<file path="src/design/shwr_pkg.sv">
// Package for the single-wire humidity sensor reader.
// Holds shared constants, the sequencer phase type and the frame event record.
// No dependencies.
package shwr_pkg;

    localparam int FRAME_BITS_DEF = 40;
    localparam int NUM_BYTES      = 5;
    localparam int QUEUE_DEPTH    = 4;

    localparam int S_TDATA_W = 8;
    localparam int M_TDATA_W = 24;

    localparam int CFG_INDEX_W = 2;
    localparam int CFG_DATA_W  = 24;

    localparam logic [CFG_INDEX_W-1:0] CFG_SENSOR_IS_22  = 2'd0;
    localparam logic [CFG_INDEX_W-1:0] CFG_WAKE_TICKS    = 2'd1;
    localparam logic [CFG_INDEX_W-1:0] CFG_ZERO_BITS     = 2'd2;
    localparam logic [CFG_INDEX_W-1:0] CFG_TIMEOUT_TICKS = 2'd3;

    localparam logic        RST_SENSOR_IS_22  = 1'b1;
    localparam logic [23:0] RST_WAKE_TICKS    = 24'd1000;
    localparam logic [5:0]  RST_ZERO_BITS     = 6'd6;
    localparam logic [15:0] RST_TIMEOUT_TICKS = 16'd200;

    localparam logic [2:0] ST_OK        = 3'd0;
    localparam logic [2:0] ST_CHECKSUM  = 3'd1;
    localparam logic [2:0] ST_NO_RESP   = 3'd2;
    localparam logic [2:0] ST_ACKL_TMO  = 3'd3;
    localparam logic [2:0] ST_ACKH_TMO  = 3'd4;
    localparam logic [2:0] ST_BIT_TMO   = 3'd5;

    typedef enum logic [2:0] {
        PH_IDLE,
        PH_WAKE,
        PH_RESP,
        PH_ACKL,
        PH_ACKH,
        PH_BITS
    } t_phase;

    // One record per accepted sample, passed from the sequencer to the decoder.
    typedef struct packed {
        logic                     drive_low;
        logic                     done;
        logic [2:0]               code;
        logic [NUM_BYTES*8-1:0]   bytes;
    } t_evt;

endpackage

</file>
<file path="src/design/shwr_front.sv">
// Line sequencer of the humidity sensor reader: wake pulse, handshake and bit timing.
// Produces one event record per accepted sample. Depends on shwr_pkg.
module shwr_front #(
    parameter int FRAME_BITS = shwr_pkg::FRAME_BITS_DEF
) (
    input  logic               i_clk,
    input  logic               i_rst_n,
    input  logic               i_step,
    input  logic               i_start,
    input  logic               i_level,
    input  logic [23:0]        i_wake_ticks,
    input  logic [5:0]         i_zero_bits,
    input  logic [15:0]        i_timeout_ticks,
    output shwr_pkg::t_evt     o_evt
);

    localparam int BL_W  = $clog2(FRAME_BITS + 1);
    localparam int CMP_W = (BL_W > 6) ? BL_W : 6;
    localparam int NB    = shwr_pkg::NUM_BYTES;
    localparam logic [BL_W-1:0] FRAME_CNT = BL_W'(FRAME_BITS);

    shwr_pkg::t_phase r_phase, n_phase;
    logic [23:0]      r_tick, n_tick;
    logic [BL_W-1:0]  r_bits_left, n_bits_left;
    logic [7:0]       r_shift, n_shift;
    logic [2:0]       r_bib, n_bib;
    logic [7:0]       r_bytes [NB];
    logic [7:0]       n_bytes [NB];
    logic [15:0]      r_zp, n_zp;
    logic             r_prev, n_prev;

    logic [23:0]      w_t1;
    logic [BL_W-1:0]  w_idx;
    logic [BL_W-4:0]  w_byte_no;
    logic [17:0]      w_thr;
    logic             w_bit;
    logic [7:0]       w_new_shift;
    logic             w_finish;
    logic [2:0]       w_code;

    always_ff @(posedge i_clk) begin
        if (!i_rst_n) begin
            r_phase     <= shwr_pkg::PH_IDLE;
            r_tick      <= '0;
            r_bits_left <= '0;
            r_shift     <= '0;
            r_bib       <= '0;
            r_zp        <= '0;
            r_prev      <= 1'b0;
            for (int k = 0; k < NB; k++) begin
                r_bytes[k] <= '0;
            end
        end else if (i_step) begin
            r_phase     <= n_phase;
            r_tick      <= n_tick;
            r_bits_left <= n_bits_left;
            r_shift     <= n_shift;
            r_bib       <= n_bib;
            r_zp        <= n_zp;
            r_prev      <= n_prev;
            for (int k = 0; k < NB; k++) begin
                r_bytes[k] <= n_bytes[k];
            end
        end
    end

    always_comb begin
        n_phase     = r_phase;
        n_tick      = r_tick;
        n_bits_left = r_bits_left;
        n_shift     = r_shift;
        n_bib       = r_bib;
        n_zp        = r_zp;
        n_prev      = i_level;
        for (int k = 0; k < NB; k++) begin
            n_bytes[k] = r_bytes[k];
        end
        w_t1        = r_tick + 24'd1;
        w_idx       = FRAME_CNT - r_bits_left;
        w_byte_no   = w_idx[BL_W-1:3];
        w_thr       = {2'b00, r_zp} + {4'b0000, r_zp[15:2]};
        w_bit       = 1'b0;
        w_new_shift = r_shift;
        w_finish    = 1'b0;
        w_code      = shwr_pkg::ST_OK;
        o_evt.drive_low = 1'b0;

        case (r_phase)
            shwr_pkg::PH_IDLE: begin
                if (i_start) begin
                    for (int k = 0; k < NB; k++) begin
                        n_bytes[k] = '0;
                    end
                    n_zp    = '0;
                    n_tick  = 24'd1;
                    n_phase = shwr_pkg::PH_WAKE;
                    o_evt.drive_low = 1'b1;
                end
            end
            shwr_pkg::PH_WAKE: begin
                if (r_tick < i_wake_ticks) begin
                    n_tick = w_t1;
                    o_evt.drive_low = 1'b1;
                end else begin
                    n_tick  = '0;
                    n_phase = shwr_pkg::PH_RESP;
                end
            end
            shwr_pkg::PH_RESP: begin
                if (!i_level) begin
                    n_tick  = '0;
                    n_phase = shwr_pkg::PH_ACKL;
                end else begin
                    n_tick = w_t1;
                    if (w_t1 >= 24'({i_timeout_ticks, 1'b0})) begin
                        w_finish = 1'b1;
                        w_code   = shwr_pkg::ST_NO_RESP;
                    end
                end
            end
            shwr_pkg::PH_ACKL: begin
                if (i_level) begin
                    n_tick  = '0;
                    n_phase = shwr_pkg::PH_ACKH;
                end else begin
                    n_tick = w_t1;
                    if (w_t1 >= 24'(i_timeout_ticks)) begin
                        w_finish = 1'b1;
                        w_code   = shwr_pkg::ST_ACKL_TMO;
                    end
                end
            end
            shwr_pkg::PH_ACKH: begin
                if (!i_level) begin
                    n_tick      = '0;
                    n_phase     = shwr_pkg::PH_BITS;
                    n_bits_left = FRAME_CNT;
                    n_shift     = '0;
                    n_bib       = '0;
                end else begin
                    n_tick = w_t1;
                    if (w_t1 >= 24'(i_timeout_ticks)) begin
                        w_finish = 1'b1;
                        w_code   = shwr_pkg::ST_ACKH_TMO;
                    end
                end
            end
            shwr_pkg::PH_BITS: begin
                n_tick = w_t1;
                if (!i_level && r_prev) begin
                    if (CMP_W'(w_idx) < CMP_W'(i_zero_bits)) begin
                        if (w_t1 > 24'(r_zp)) begin
                            n_zp = (w_t1 > 24'd65535) ? 16'hFFFF : w_t1[15:0];
                        end
                    end else if (w_t1 >= 24'(w_thr)) begin
                        w_bit = 1'b1;
                    end
                    w_new_shift = {r_shift[6:0], w_bit};
                    n_shift     = w_new_shift;
                    n_bib       = r_bib + 3'd1;
                    if (r_bib == 3'd7) begin
                        for (int k = 0; k < NB; k++) begin
                            if (8'(w_byte_no) == 8'(k)) begin
                                n_bytes[k] = w_new_shift;
                            end
                        end
                        n_shift = '0;
                    end
                    n_tick      = '0;
                    n_bits_left = r_bits_left - BL_W'(1);
                    if (r_bits_left == BL_W'(1)) begin
                        w_finish = 1'b1;
                        w_code   = shwr_pkg::ST_OK;
                    end
                end else if (w_t1 >= 24'(i_timeout_ticks)) begin
                    w_finish = 1'b1;
                    w_code   = shwr_pkg::ST_BIT_TMO;
                end
            end
            default: begin
                n_phase = shwr_pkg::PH_IDLE;
            end
        endcase

        if (w_finish) begin
            n_phase = shwr_pkg::PH_IDLE;
            n_tick  = '0;
        end

        o_evt.done = w_finish;
        o_evt.code = w_code;
        for (int k = 0; k < NB; k++) begin
            o_evt.bytes[k*8 +: 8] = n_bytes[k];
        end
    end

endmodule

</file>
<file path="src/design/shwr_fifo.sv">
// Short register queue between the sequencer and the decoder of the sensor reader.
// Generic in width and depth; no package dependencies.
module shwr_fifo #(
    parameter int WIDTH = 8,
    parameter int DEPTH = 4
) (
    input  logic             i_clk,
    input  logic             i_rst_n,
    input  logic             i_push,
    input  logic [WIDTH-1:0] i_data,
    output logic             o_full,
    output logic             o_valid,
    input  logic             i_pop,
    output logic [WIDTH-1:0] o_data
);

    localparam int PTR_W = (DEPTH > 1) ? $clog2(DEPTH) : 1;
    localparam int CNT_W = $clog2(DEPTH + 1);
    localparam logic [PTR_W-1:0] LAST = PTR_W'(DEPTH - 1);

    logic [WIDTH-1:0] r_mem [DEPTH];
    logic [PTR_W-1:0] r_wr, r_rd;
    logic [CNT_W-1:0] r_cnt;
    logic             w_push, w_pop;

    assign o_full  = (r_cnt == CNT_W'(DEPTH));
    assign o_valid = (r_cnt != '0);
    assign o_data  = r_mem[r_rd];
    assign w_push  = i_push && !o_full;
    assign w_pop   = i_pop && o_valid;

    always_ff @(posedge i_clk) begin
        if (w_push) begin
            r_mem[r_wr] <= i_data;
        end
    end

    always_ff @(posedge i_clk) begin
        if (!i_rst_n) begin
            r_wr  <= '0;
            r_rd  <= '0;
            r_cnt <= '0;
        end else begin
            if (w_push) begin
                r_wr <= (r_wr == LAST) ? '0 : r_wr + PTR_W'(1);
            end
            if (w_pop) begin
                r_rd <= (r_rd == LAST) ? '0 : r_rd + PTR_W'(1);
            end
            if (w_push && !w_pop) begin
                r_cnt <= r_cnt + CNT_W'(1);
            end else if (w_pop && !w_push) begin
                r_cnt <= r_cnt - CNT_W'(1);
            end
        end
    end

endmodule

</file>
<file path="src/design/shwr_back.sv">
// Result decoder of the sensor reader: masking, checksum, divide by ten and sign.
// Two register stages feed the output stream. Depends on shwr_pkg.
module shwr_back (
    input  logic                            i_clk,
    input  logic                            i_rst_n,
    input  logic                            i_sensor_is_22,
    input  logic                            i_valid,
    input  shwr_pkg::t_evt                  i_evt,
    output logic                            o_pop,
    output logic                            o_m_tvalid,
    input  logic                            i_m_tready,
    output logic [shwr_pkg::M_TDATA_W-1:0]  o_m_tdata
);

    logic [7:0] w_b0, w_b1, w_b2, w_b3, w_b4;
    logic [7:0] w_b0m, w_b2m, w_sum;
    logic [9:0] w_hum_num, w_temp_num;
    logic       w_bad;

    logic        r_s1_valid;
    logic        r_s1_drive, r_s1_done, r_s1_is22, r_s1_neg;
    logic [2:0]  r_s1_code;
    logic [6:0]  r_s1_hum_raw, r_s1_temp_raw;
    logic [17:0] r_s1_hum_prod, r_s1_temp_prod;

    logic        r_out_valid;
    logic        r_out_drive, r_out_done;
    logic [2:0]  r_out_status;
    logic [6:0]  r_out_hum;
    logic [7:0]  r_out_temp;

    logic        w_out_ready, w_s1_ready;
    logic [6:0]  w_hum;
    logic [7:0]  w_tq, w_temp;

    assign w_out_ready = !r_out_valid || i_m_tready;
    assign w_s1_ready  = !r_s1_valid || w_out_ready;
    assign o_pop       = i_valid && w_s1_ready;

    always_comb begin
        w_b0 = i_evt.bytes[7:0];
        w_b1 = i_evt.bytes[15:8];
        w_b2 = i_evt.bytes[23:16];
        w_b3 = i_evt.bytes[31:24];
        w_b4 = i_evt.bytes[39:32];
        if (i_sensor_is_22) begin
            w_b0m = w_b0 & 8'h03;
            w_b2m = w_b2 & 8'h83;
            w_sum = w_b0m + w_b1 + w_b2m + w_b3;
        end else begin
            w_b0m = w_b0 & 8'h7F;
            w_b2m = w_b2 & 8'h7F;
            w_sum = w_b0m + w_b2m;
        end
        w_hum_num  = {w_b0m[1:0], w_b1};
        w_temp_num = {w_b2m[1:0], w_b3};
        w_bad      = (w_b4 != w_sum);
    end

    always_ff @(posedge i_clk) begin
        if (!i_rst_n) begin
            r_s1_valid <= 1'b0;
        end else if (w_s1_ready) begin
            r_s1_valid <= i_valid;
        end
    end

    // Divide by ten as x * 205 >> 11, exact for ten-bit x.
    always_ff @(posedge i_clk) begin
        if (o_pop) begin
            r_s1_drive     <= i_evt.drive_low;
            r_s1_done      <= i_evt.done;
            r_s1_code      <= w_bad ? shwr_pkg::ST_CHECKSUM : i_evt.code;
            r_s1_is22      <= i_sensor_is_22;
            r_s1_neg       <= w_b2m[7];
            r_s1_hum_raw   <= w_b0m[6:0];
            r_s1_temp_raw  <= w_b2m[6:0];
            r_s1_hum_prod  <= w_hum_num * 18'd205;
            r_s1_temp_prod <= w_temp_num * 18'd205;
        end
    end

    always_comb begin
        w_tq = {1'b0, r_s1_temp_prod[17:11]};
        if (r_s1_is22) begin
            w_hum  = r_s1_hum_prod[17:11];
            w_temp = r_s1_neg ? 8'(8'd0 - w_tq) : w_tq;
        end else begin
            w_hum  = r_s1_hum_raw;
            w_temp = {1'b0, r_s1_temp_raw};
        end
    end

    always_ff @(posedge i_clk) begin
        if (!i_rst_n) begin
            r_out_valid <= 1'b0;
        end else if (w_out_ready) begin
            r_out_valid <= r_s1_valid;
        end
    end

    always_ff @(posedge i_clk) begin
        if (r_s1_valid && w_out_ready) begin
            r_out_drive  <= r_s1_drive;
            r_out_done   <= r_s1_done;
            r_out_status <= r_s1_done ? r_s1_code : shwr_pkg::ST_OK;
            r_out_hum    <= r_s1_done ? w_hum : 7'd0;
            r_out_temp   <= r_s1_done ? w_temp : 8'd0;
        end
    end

    assign o_m_tvalid = r_out_valid;
    assign o_m_tdata  = {4'b0000, r_out_temp, r_out_hum, r_out_status, r_out_done,
                         r_out_drive};

endmodule

</file>
<file path="src/design/single_wire_humidity_sensor_reader_top.sv">
// Top level of the single-wire humidity sensor reader.
// Holds the configuration registers and joins shwr_front, shwr_fifo and shwr_back.
//
//   channel   direction  accepted when                    payload
//   s_axis    in         s_axis_tvalid & s_axis_tready    line sample and start request
//   m_axis    out        m_axis_tvalid & m_axis_tready    drive, done, status, readings
//   cfg       in         i_cfg_valid & o_cfg_ready        register index and data
//
// One sample is accepted every clock while the four-entry queue has room.
// Each sample yields one result item, in order, registered in the queue, then in the decoder's
// first stage and then in its output register.
// The sequencer steps only on accepted samples, so input stalls freeze it.
// Output stalls fill the queue and then drop s_axis_tready.
// Reset is synchronous and clears all control state; no clearing pass is needed.
module single_wire_humidity_sensor_reader_top #(
    parameter int FRAME_BITS = shwr_pkg::FRAME_BITS_DEF
) (
    input  logic                                i_clk,
    input  logic                                i_rst_n,
    input  logic                                s_axis_tvalid,
    output logic                                s_axis_tready,
    // bit 0 start_req, bit 1 line_level
    input  logic [shwr_pkg::S_TDATA_W-1:0]      s_axis_tdata,
    output logic                                m_axis_tvalid,
    input  logic                                m_axis_tready,
    // bit 0 line_drive_low, 1 done_res, 4:2 status, 11:5 humidity, 19:12 temperature
    output logic [shwr_pkg::M_TDATA_W-1:0]      m_axis_tdata,
    input  logic                                i_cfg_valid,
    output logic                                o_cfg_ready,
    input  logic [shwr_pkg::CFG_INDEX_W-1:0]    i_cfg_index,
    input  logic [shwr_pkg::CFG_DATA_W-1:0]     i_cfg_data
);

    localparam int EVT_W = $bits(shwr_pkg::t_evt);

    logic        r_sensor_is_22;
    logic [23:0] r_wake_ticks;
    logic [5:0]  r_zero_bits;
    logic [15:0] r_timeout_ticks;

    logic            w_accept;
    logic            w_fifo_full, w_fifo_valid, w_pop;
    shwr_pkg::t_evt  w_evt_in, w_evt_out;
    logic [EVT_W-1:0] w_fifo_q;

    assign o_cfg_ready   = 1'b1;
    assign s_axis_tready = !w_fifo_full;
    assign w_accept      = s_axis_tvalid && s_axis_tready;
    assign w_evt_out     = shwr_pkg::t_evt'(w_fifo_q);

    always_ff @(posedge i_clk) begin
        if (!i_rst_n) begin
            r_sensor_is_22  <= shwr_pkg::RST_SENSOR_IS_22;
            r_wake_ticks    <= shwr_pkg::RST_WAKE_TICKS;
            r_zero_bits     <= shwr_pkg::RST_ZERO_BITS;
            r_timeout_ticks <= shwr_pkg::RST_TIMEOUT_TICKS;
        end else if (i_cfg_valid && o_cfg_ready) begin
            case (i_cfg_index)
                shwr_pkg::CFG_SENSOR_IS_22:  r_sensor_is_22  <= i_cfg_data[0];
                shwr_pkg::CFG_WAKE_TICKS:    r_wake_ticks    <= i_cfg_data[23:0];
                shwr_pkg::CFG_ZERO_BITS:     r_zero_bits     <= i_cfg_data[5:0];
                shwr_pkg::CFG_TIMEOUT_TICKS: r_timeout_ticks <= i_cfg_data[15:0];
                default: begin
                end
            endcase
        end
    end

    shwr_front #(
        .FRAME_BITS (FRAME_BITS)
    ) u_front (
        .i_clk           (i_clk),
        .i_rst_n         (i_rst_n),
        .i_step          (w_accept),
        .i_start         (s_axis_tdata[0]),
        .i_level         (s_axis_tdata[1]),
        .i_wake_ticks    (r_wake_ticks),
        .i_zero_bits     (r_zero_bits),
        .i_timeout_ticks (r_timeout_ticks),
        .o_evt           (w_evt_in)
    );

    shwr_fifo #(
        .WIDTH (EVT_W),
        .DEPTH (shwr_pkg::QUEUE_DEPTH)
    ) u_fifo (
        .i_clk   (i_clk),
        .i_rst_n (i_rst_n),
        .i_push  (w_accept),
        .i_data  (w_evt_in),
        .o_full  (w_fifo_full),
        .o_valid (w_fifo_valid),
        .i_pop   (w_pop),
        .o_data  (w_fifo_q)
    );

    shwr_back u_back (
        .i_clk          (i_clk),
        .i_rst_n        (i_rst_n),
        .i_sensor_is_22 (r_sensor_is_22),
        .i_valid        (w_fifo_valid),
        .i_evt          (w_evt_out),
        .o_pop          (w_pop),
        .o_m_tvalid     (m_axis_tvalid),
        .i_m_tready     (m_axis_tready),
        .o_m_tdata      (m_axis_tdata)
    );

`ifndef SYNTHESIS
    a_push_has_room: assert property (@(posedge i_clk) disable iff (!i_rst_n)
        w_accept |-> !w_fifo_full)
        else $error("sample accepted while the queue is full");

    a_idle_result_clear: assert property (@(posedge i_clk) disable iff (!i_rst_n)
        (m_axis_tvalid && !m_axis_tdata[1]) |-> (m_axis_tdata[19:2] == 18'd0))
        else $error("result without done carries nonzero readings");

    a_status_range: assert property (@(posedge i_clk) disable iff (!i_rst_n)
        m_axis_tvalid |-> (m_axis_tdata[4:2] != 3'd6 && m_axis_tdata[4:2] != 3'd7))
        else $error("status code out of range");

    a_pop_needs_data: assert property (@(posedge i_clk) disable iff (!i_rst_n)
        w_pop |-> w_fifo_valid)
        else $error("decoder popped an empty queue");
`endif

endmodule
</file>
<file path="config.mk">
export PLATFORM = sky130hd
export DESIGN_NAME = single_wire_humidity_sensor_reader_top
export DESIGN_NICKNAME = d
export VERILOG_FILES = /design/src/design/shwr_pkg.sv /design/src/design/shwr_front.sv /design/src/design/shwr_fifo.sv /design/src/design/shwr_back.sv /design/src/design/single_wire_humidity_sensor_reader_top.sv
export SDC_FILE = /design/constraint.sdc
export NUM_CORES = 1
export LEC_CHECK = 0
export ABC_AREA = 1
export BUFFER_PORTS_ARGS = -buffer_cell sky130_fd_sc_hd__buf_2
export CORE_ASPECT_RATIO = 1.75
export CORE_MARGIN = 2
export CORE_UTILIZATION = 60
export CTS_CLUSTER_DIAMETER = 60
export DETAILED_ROUTE_END_ITERATION = 12
export MAX_ROUTING_LAYER = met4
export PLACE_DENSITY = 0.78
export SLEW_MARGIN = 20
export SYNTH_ARGS = -nofsm -noshare
export SYNTH_HDL_FRONTEND = slang
export SYNTH_SLANG_ARGS = --single-unit
</file>
<file path="constraint.sdc">
create_clock -name i_clk -period 17.2 [get_ports i_clk]
set_input_delay 1.72 -clock i_clk [delete_from_list [all_inputs] [get_ports i_clk]]
set_output_delay 1.72 -clock i_clk [all_outputs]
set_load 0.03 [all_outputs]
</file>
==> flow_summary.ini <==
[global_route]
grt_overflow_total = 0
antenna_found_initial = 2
grt_max_degree = 79
grt_pass1_vias = 18000
grt_usage = 0.294
grt_pass1_wl_mm = 89.1

[detailed_routing]
wl_met3_mm = 2.33
wire_per_inst_um = 18.4
drc = 0
dr.pass1.iters = 7
routedLengthMet1_mm = 18.7
drtIter0Drc = 912
drt_wl_total_mm = 56.0
top_layer = met4
antenna_left = 0
met2_length_mm = 31.5
vias_per_cell = 5.78
vias = 17600

[setup_path]
critPathKind = reg -> reg
rr_worst_depth = 20
crit_required_ns = 17.50
start_kind = flip-flop
worst_ep_arrival_time_ns = 6.31
path_max_fanout = 75
worstSetupEndpointType = flip-flop

[sta]
tns_ns = 0
fin_worst_skew_ns = 0.0276
rsz0062_at_grt = false
final_hold_viol_count = 0
max_slew_margin = 0.283
maxSlewViolCount = 0
fmax_ghz = 0.166
period_share = 0.349
tightest_slew_ns = 1.07
fin_hold_ws_ns = 0.424
finalCriticalPeriod_ns = 6.01
setup_violations = 0

[synthesis]
syn_area_per_cell_um2 = 9.19
yosysWarningCount = 0
ys_ff_latch = 388
async_flop_share = 0
synth-edff-count = 270
yosysUniqueCellTypes = 56
yosys_most_used_dff = edfxtp_1
synth_area_um2 = 22900
seq_area_frac_synth = 0.457
synthCells = 2496

[hold_path]
min_path_cells = 0
hold_path.class = reg -> reg

[clock_tree]
h-tree-depth = 2
cts_sinks = 388
cts_tree = built
clk_latency_ns = 0.57
root_buffer = clkbuf_16
path_clk_slew_ns = 0.06
cts_setup_buffers = 0
hold_buffers = 0
cts_resized = 0
cts_buffers = 37
max-clock-path-buffers = 3

[floorplan]
pin_count = 66
core_area_um2 = 37600
dieWidth_um = 152
die_h_um = 263
dieArea_um2 = 39900
rows = 94
start_util = 0.609

[run]
drv_cap = 0

[placed_design]
place.gp.congestion = 0.967
hpwl_mm = 41.1
dpl.cell_count = 2976
numPortBuffers = 54

[cells_and_area]
final_layout_size_suffix_gt1_frac = 0.0858
fin_nets = 2855
fin_cells = 3046
fill_cells = 2985
area_delta_synth_final_pct = 8.53

[run_status]
outcome = completed
[path summary, 6_finish.rpt]
| path | endpoint | slack, ns | startpoint |
|---|---|---|---|
| hold reg to reg | u_back.r_out_drive | 0.42 | u_back.r_s1_drive |
| setup reg to reg | u_back.r_s1_hum_prod[16] | 11.19 | flip-flop |
| hold / removal | u_back.r_out_drive | 0.42 | u_back.r_s1_drive |
| setup / recovery | u_back.r_s1_hum_prod[16] | 11.19 | flip-flop |
[flip-flops by register name (all words and copies together), names as in the netlist, 3 cells and up, named ones only]
| signal | count |
|---|---|
| u_back.r_s1_code | 3 |
| r_timeout_ticks | 16 |
| u_back.r_s1_hum_prod | 7 |
| u_back.r_s1_hum_raw | 7 |
| u_front.r_bytes | 39 |
| u_back.r_out_status | 3 |
| r_wake_ticks | 24 |
| u_fifo.r_cnt | 3 |
| u_back.r_out_temp | 8 |
| u_front.r_shift | 7 |
| r_zero_bits | 6 |
| u_front.r_phase | 3 |
| u_back.r_out_hum | 7 |
| u_front.r_bib | 3 |
| u_fifo.r_mem | 176 |
| u_back.r_s1_temp_prod | 7 |
| u_front.r_tick | 24 |
| u_back.r_s1_temp_raw | 7 |
| u_front.r_zp | 16 |
| u_front.r_bits_left | 6 |
[cells in the final DEF (no fill, tap or decap), types with 59 or more instances in the layout]
cell type | Yosys | routed
inv_1 | 373 | 372
nand2_1 | 349 | 349
edfxtp_1 | 270 | 270
nor2_1 | 257 | 253
ha_1 | 240 | 240
o21ai_0 | 205 | 205
a21oi_1 | 178 | 177
dfxtp_1 | 118 | 117
nand3_1 | 67 | 67
o22ai_1 | 59 | 59
[logic make-up (layout without fill, tap and decap cells)]
kind of cell,count (synthesis),count (layout),share of synthesized area
AND/OR/NAND/NOR,774,774,0.144
AO/OA/AOI/OAI,533,533,0.131
buffers and inverters,456,521,0.0771
flip-flops,388,388,0.457
adder cells (fa/ha/maj),281,281,0.167
XOR/XNOR,61,61,0.0233
other,2,7,0.000327
multiplexers,1,1,0.000436
[synth_stat cells (3+ instances only)]
| cell | instances | area [µm²] |
|---|---|---|
| fa_1 | 41 | 821 |
| ha_1 | 240 | 3000 |
| xor2_1 | 36 | 315 |
| a32o_1 | 4 | 40.0 |
| o21ai_0 | 205 | 1030 |
| nand2_2 | 30 | 188 |
| o22ai_1 | 59 | 369 |
| a21boi_0 | 4 | 30.0 |
| o21ai_1 | 6 | 30.0 |
| o31ai_1 | 3 | 22.5 |
| edfxtp_1 | 270 | 8110 |
| inv_1 | 373 | 1400 |
| nor3_1 | 18 | 90.1 |
| inv_2 | 4 | 15.0 |
| a31oi_1 | 3 | 18.8 |
| nand2_1 | 349 | 1310 |
| o21bai_1 | 5 | 37.5 |
| buf_4 | 7 | 52.6 |
| a21o_1 | 3 | 22.5 |
| o211ai_1 | 16 | 120 |
| buf_2 | 7 | 35.0 |
| a21oi_1 | 178 | 891 |
| o21a_1 | 6 | 45.0 |
| nor2_4 | 5 | 56.3 |
| nor2_1 | 257 | 965 |
| nand4_1 | 14 | 87.6 |
| nand3b_1 | 4 | 30.0 |
| dfxtp_1 | 118 | 2360 |
| nor4_1 | 4 | 25.0 |
| nor2_2 | 11 | 68.8 |
| xnor2_1 | 25 | 219 |
| a211oi_1 | 4 | 30.0 |
| nand3_1 | 67 | 335 |
| o221ai_1 | 7 | 61.3 |
| buf_1 | 3 | 11.3 |
| a32oi_1 | 4 | 35.0 |
| clkbuf_1 | 58 | 218 |
| a21oi_2 | 20 | 175 |
[final cells by class]
class | count | area [µm²] | share of cell area
Antenna cell | 2 | 5.00 | 0.000201
Clock buffer | 46 | 990 | 0.0398
Clock inverter | 22 | 233 | 0.00935
Inverter | 379 | 1420 | 0.0572
Multi-Input combinational cell | 1655 | 10700 | 0.432
Sequential cell | 388 | 10500 | 0.421
Tap cell | 480 | 601 | 0.0241
Timing Repair Buffer | 74 | 420 | 0.0169
[per-layer routing]
metal	vias up	GRT usage
li1	8491	-
met1	8403	0.275
met2	511	0.558
met3	188	0.0340
met4	0	0.170
met5	-	-
[through the flow]
step                 util  setup WS, ns  cell area, µm²
floorplan               -         11.63           22900
global placement    0.629         11.34           23700
detailed placement  0.629         11.23           23700
CTS                 0.661         11.17           24900
global route        0.661         10.80           24900
finish              0.661         11.19           24900
[worst max-delay path: stages, from the launching register on]
cell and delay (ns):
dfxtp_2 0.49, inv_2 0.25, buf_4 0.63, o21ai_0 0.18, o22ai_1 0.53, ha_1 0.39
inv_1 0.09, fa_1 0.41, fa_1 0.54, inv_1 0.05, fa_1 0.47, ha_1 0.36
a21oi_1 0.19, o21ai_0 0.10, a21oi_1 0.13, nand2_1 0.14, and2_1 0.19, or2_2 0.29
nand2_1 0.06, nand2_1 0.07, xor2_1 0.14
Power is not shown: default switching activity piles up to over one toggle a cycle in this logic, so the estimate is an artifact.
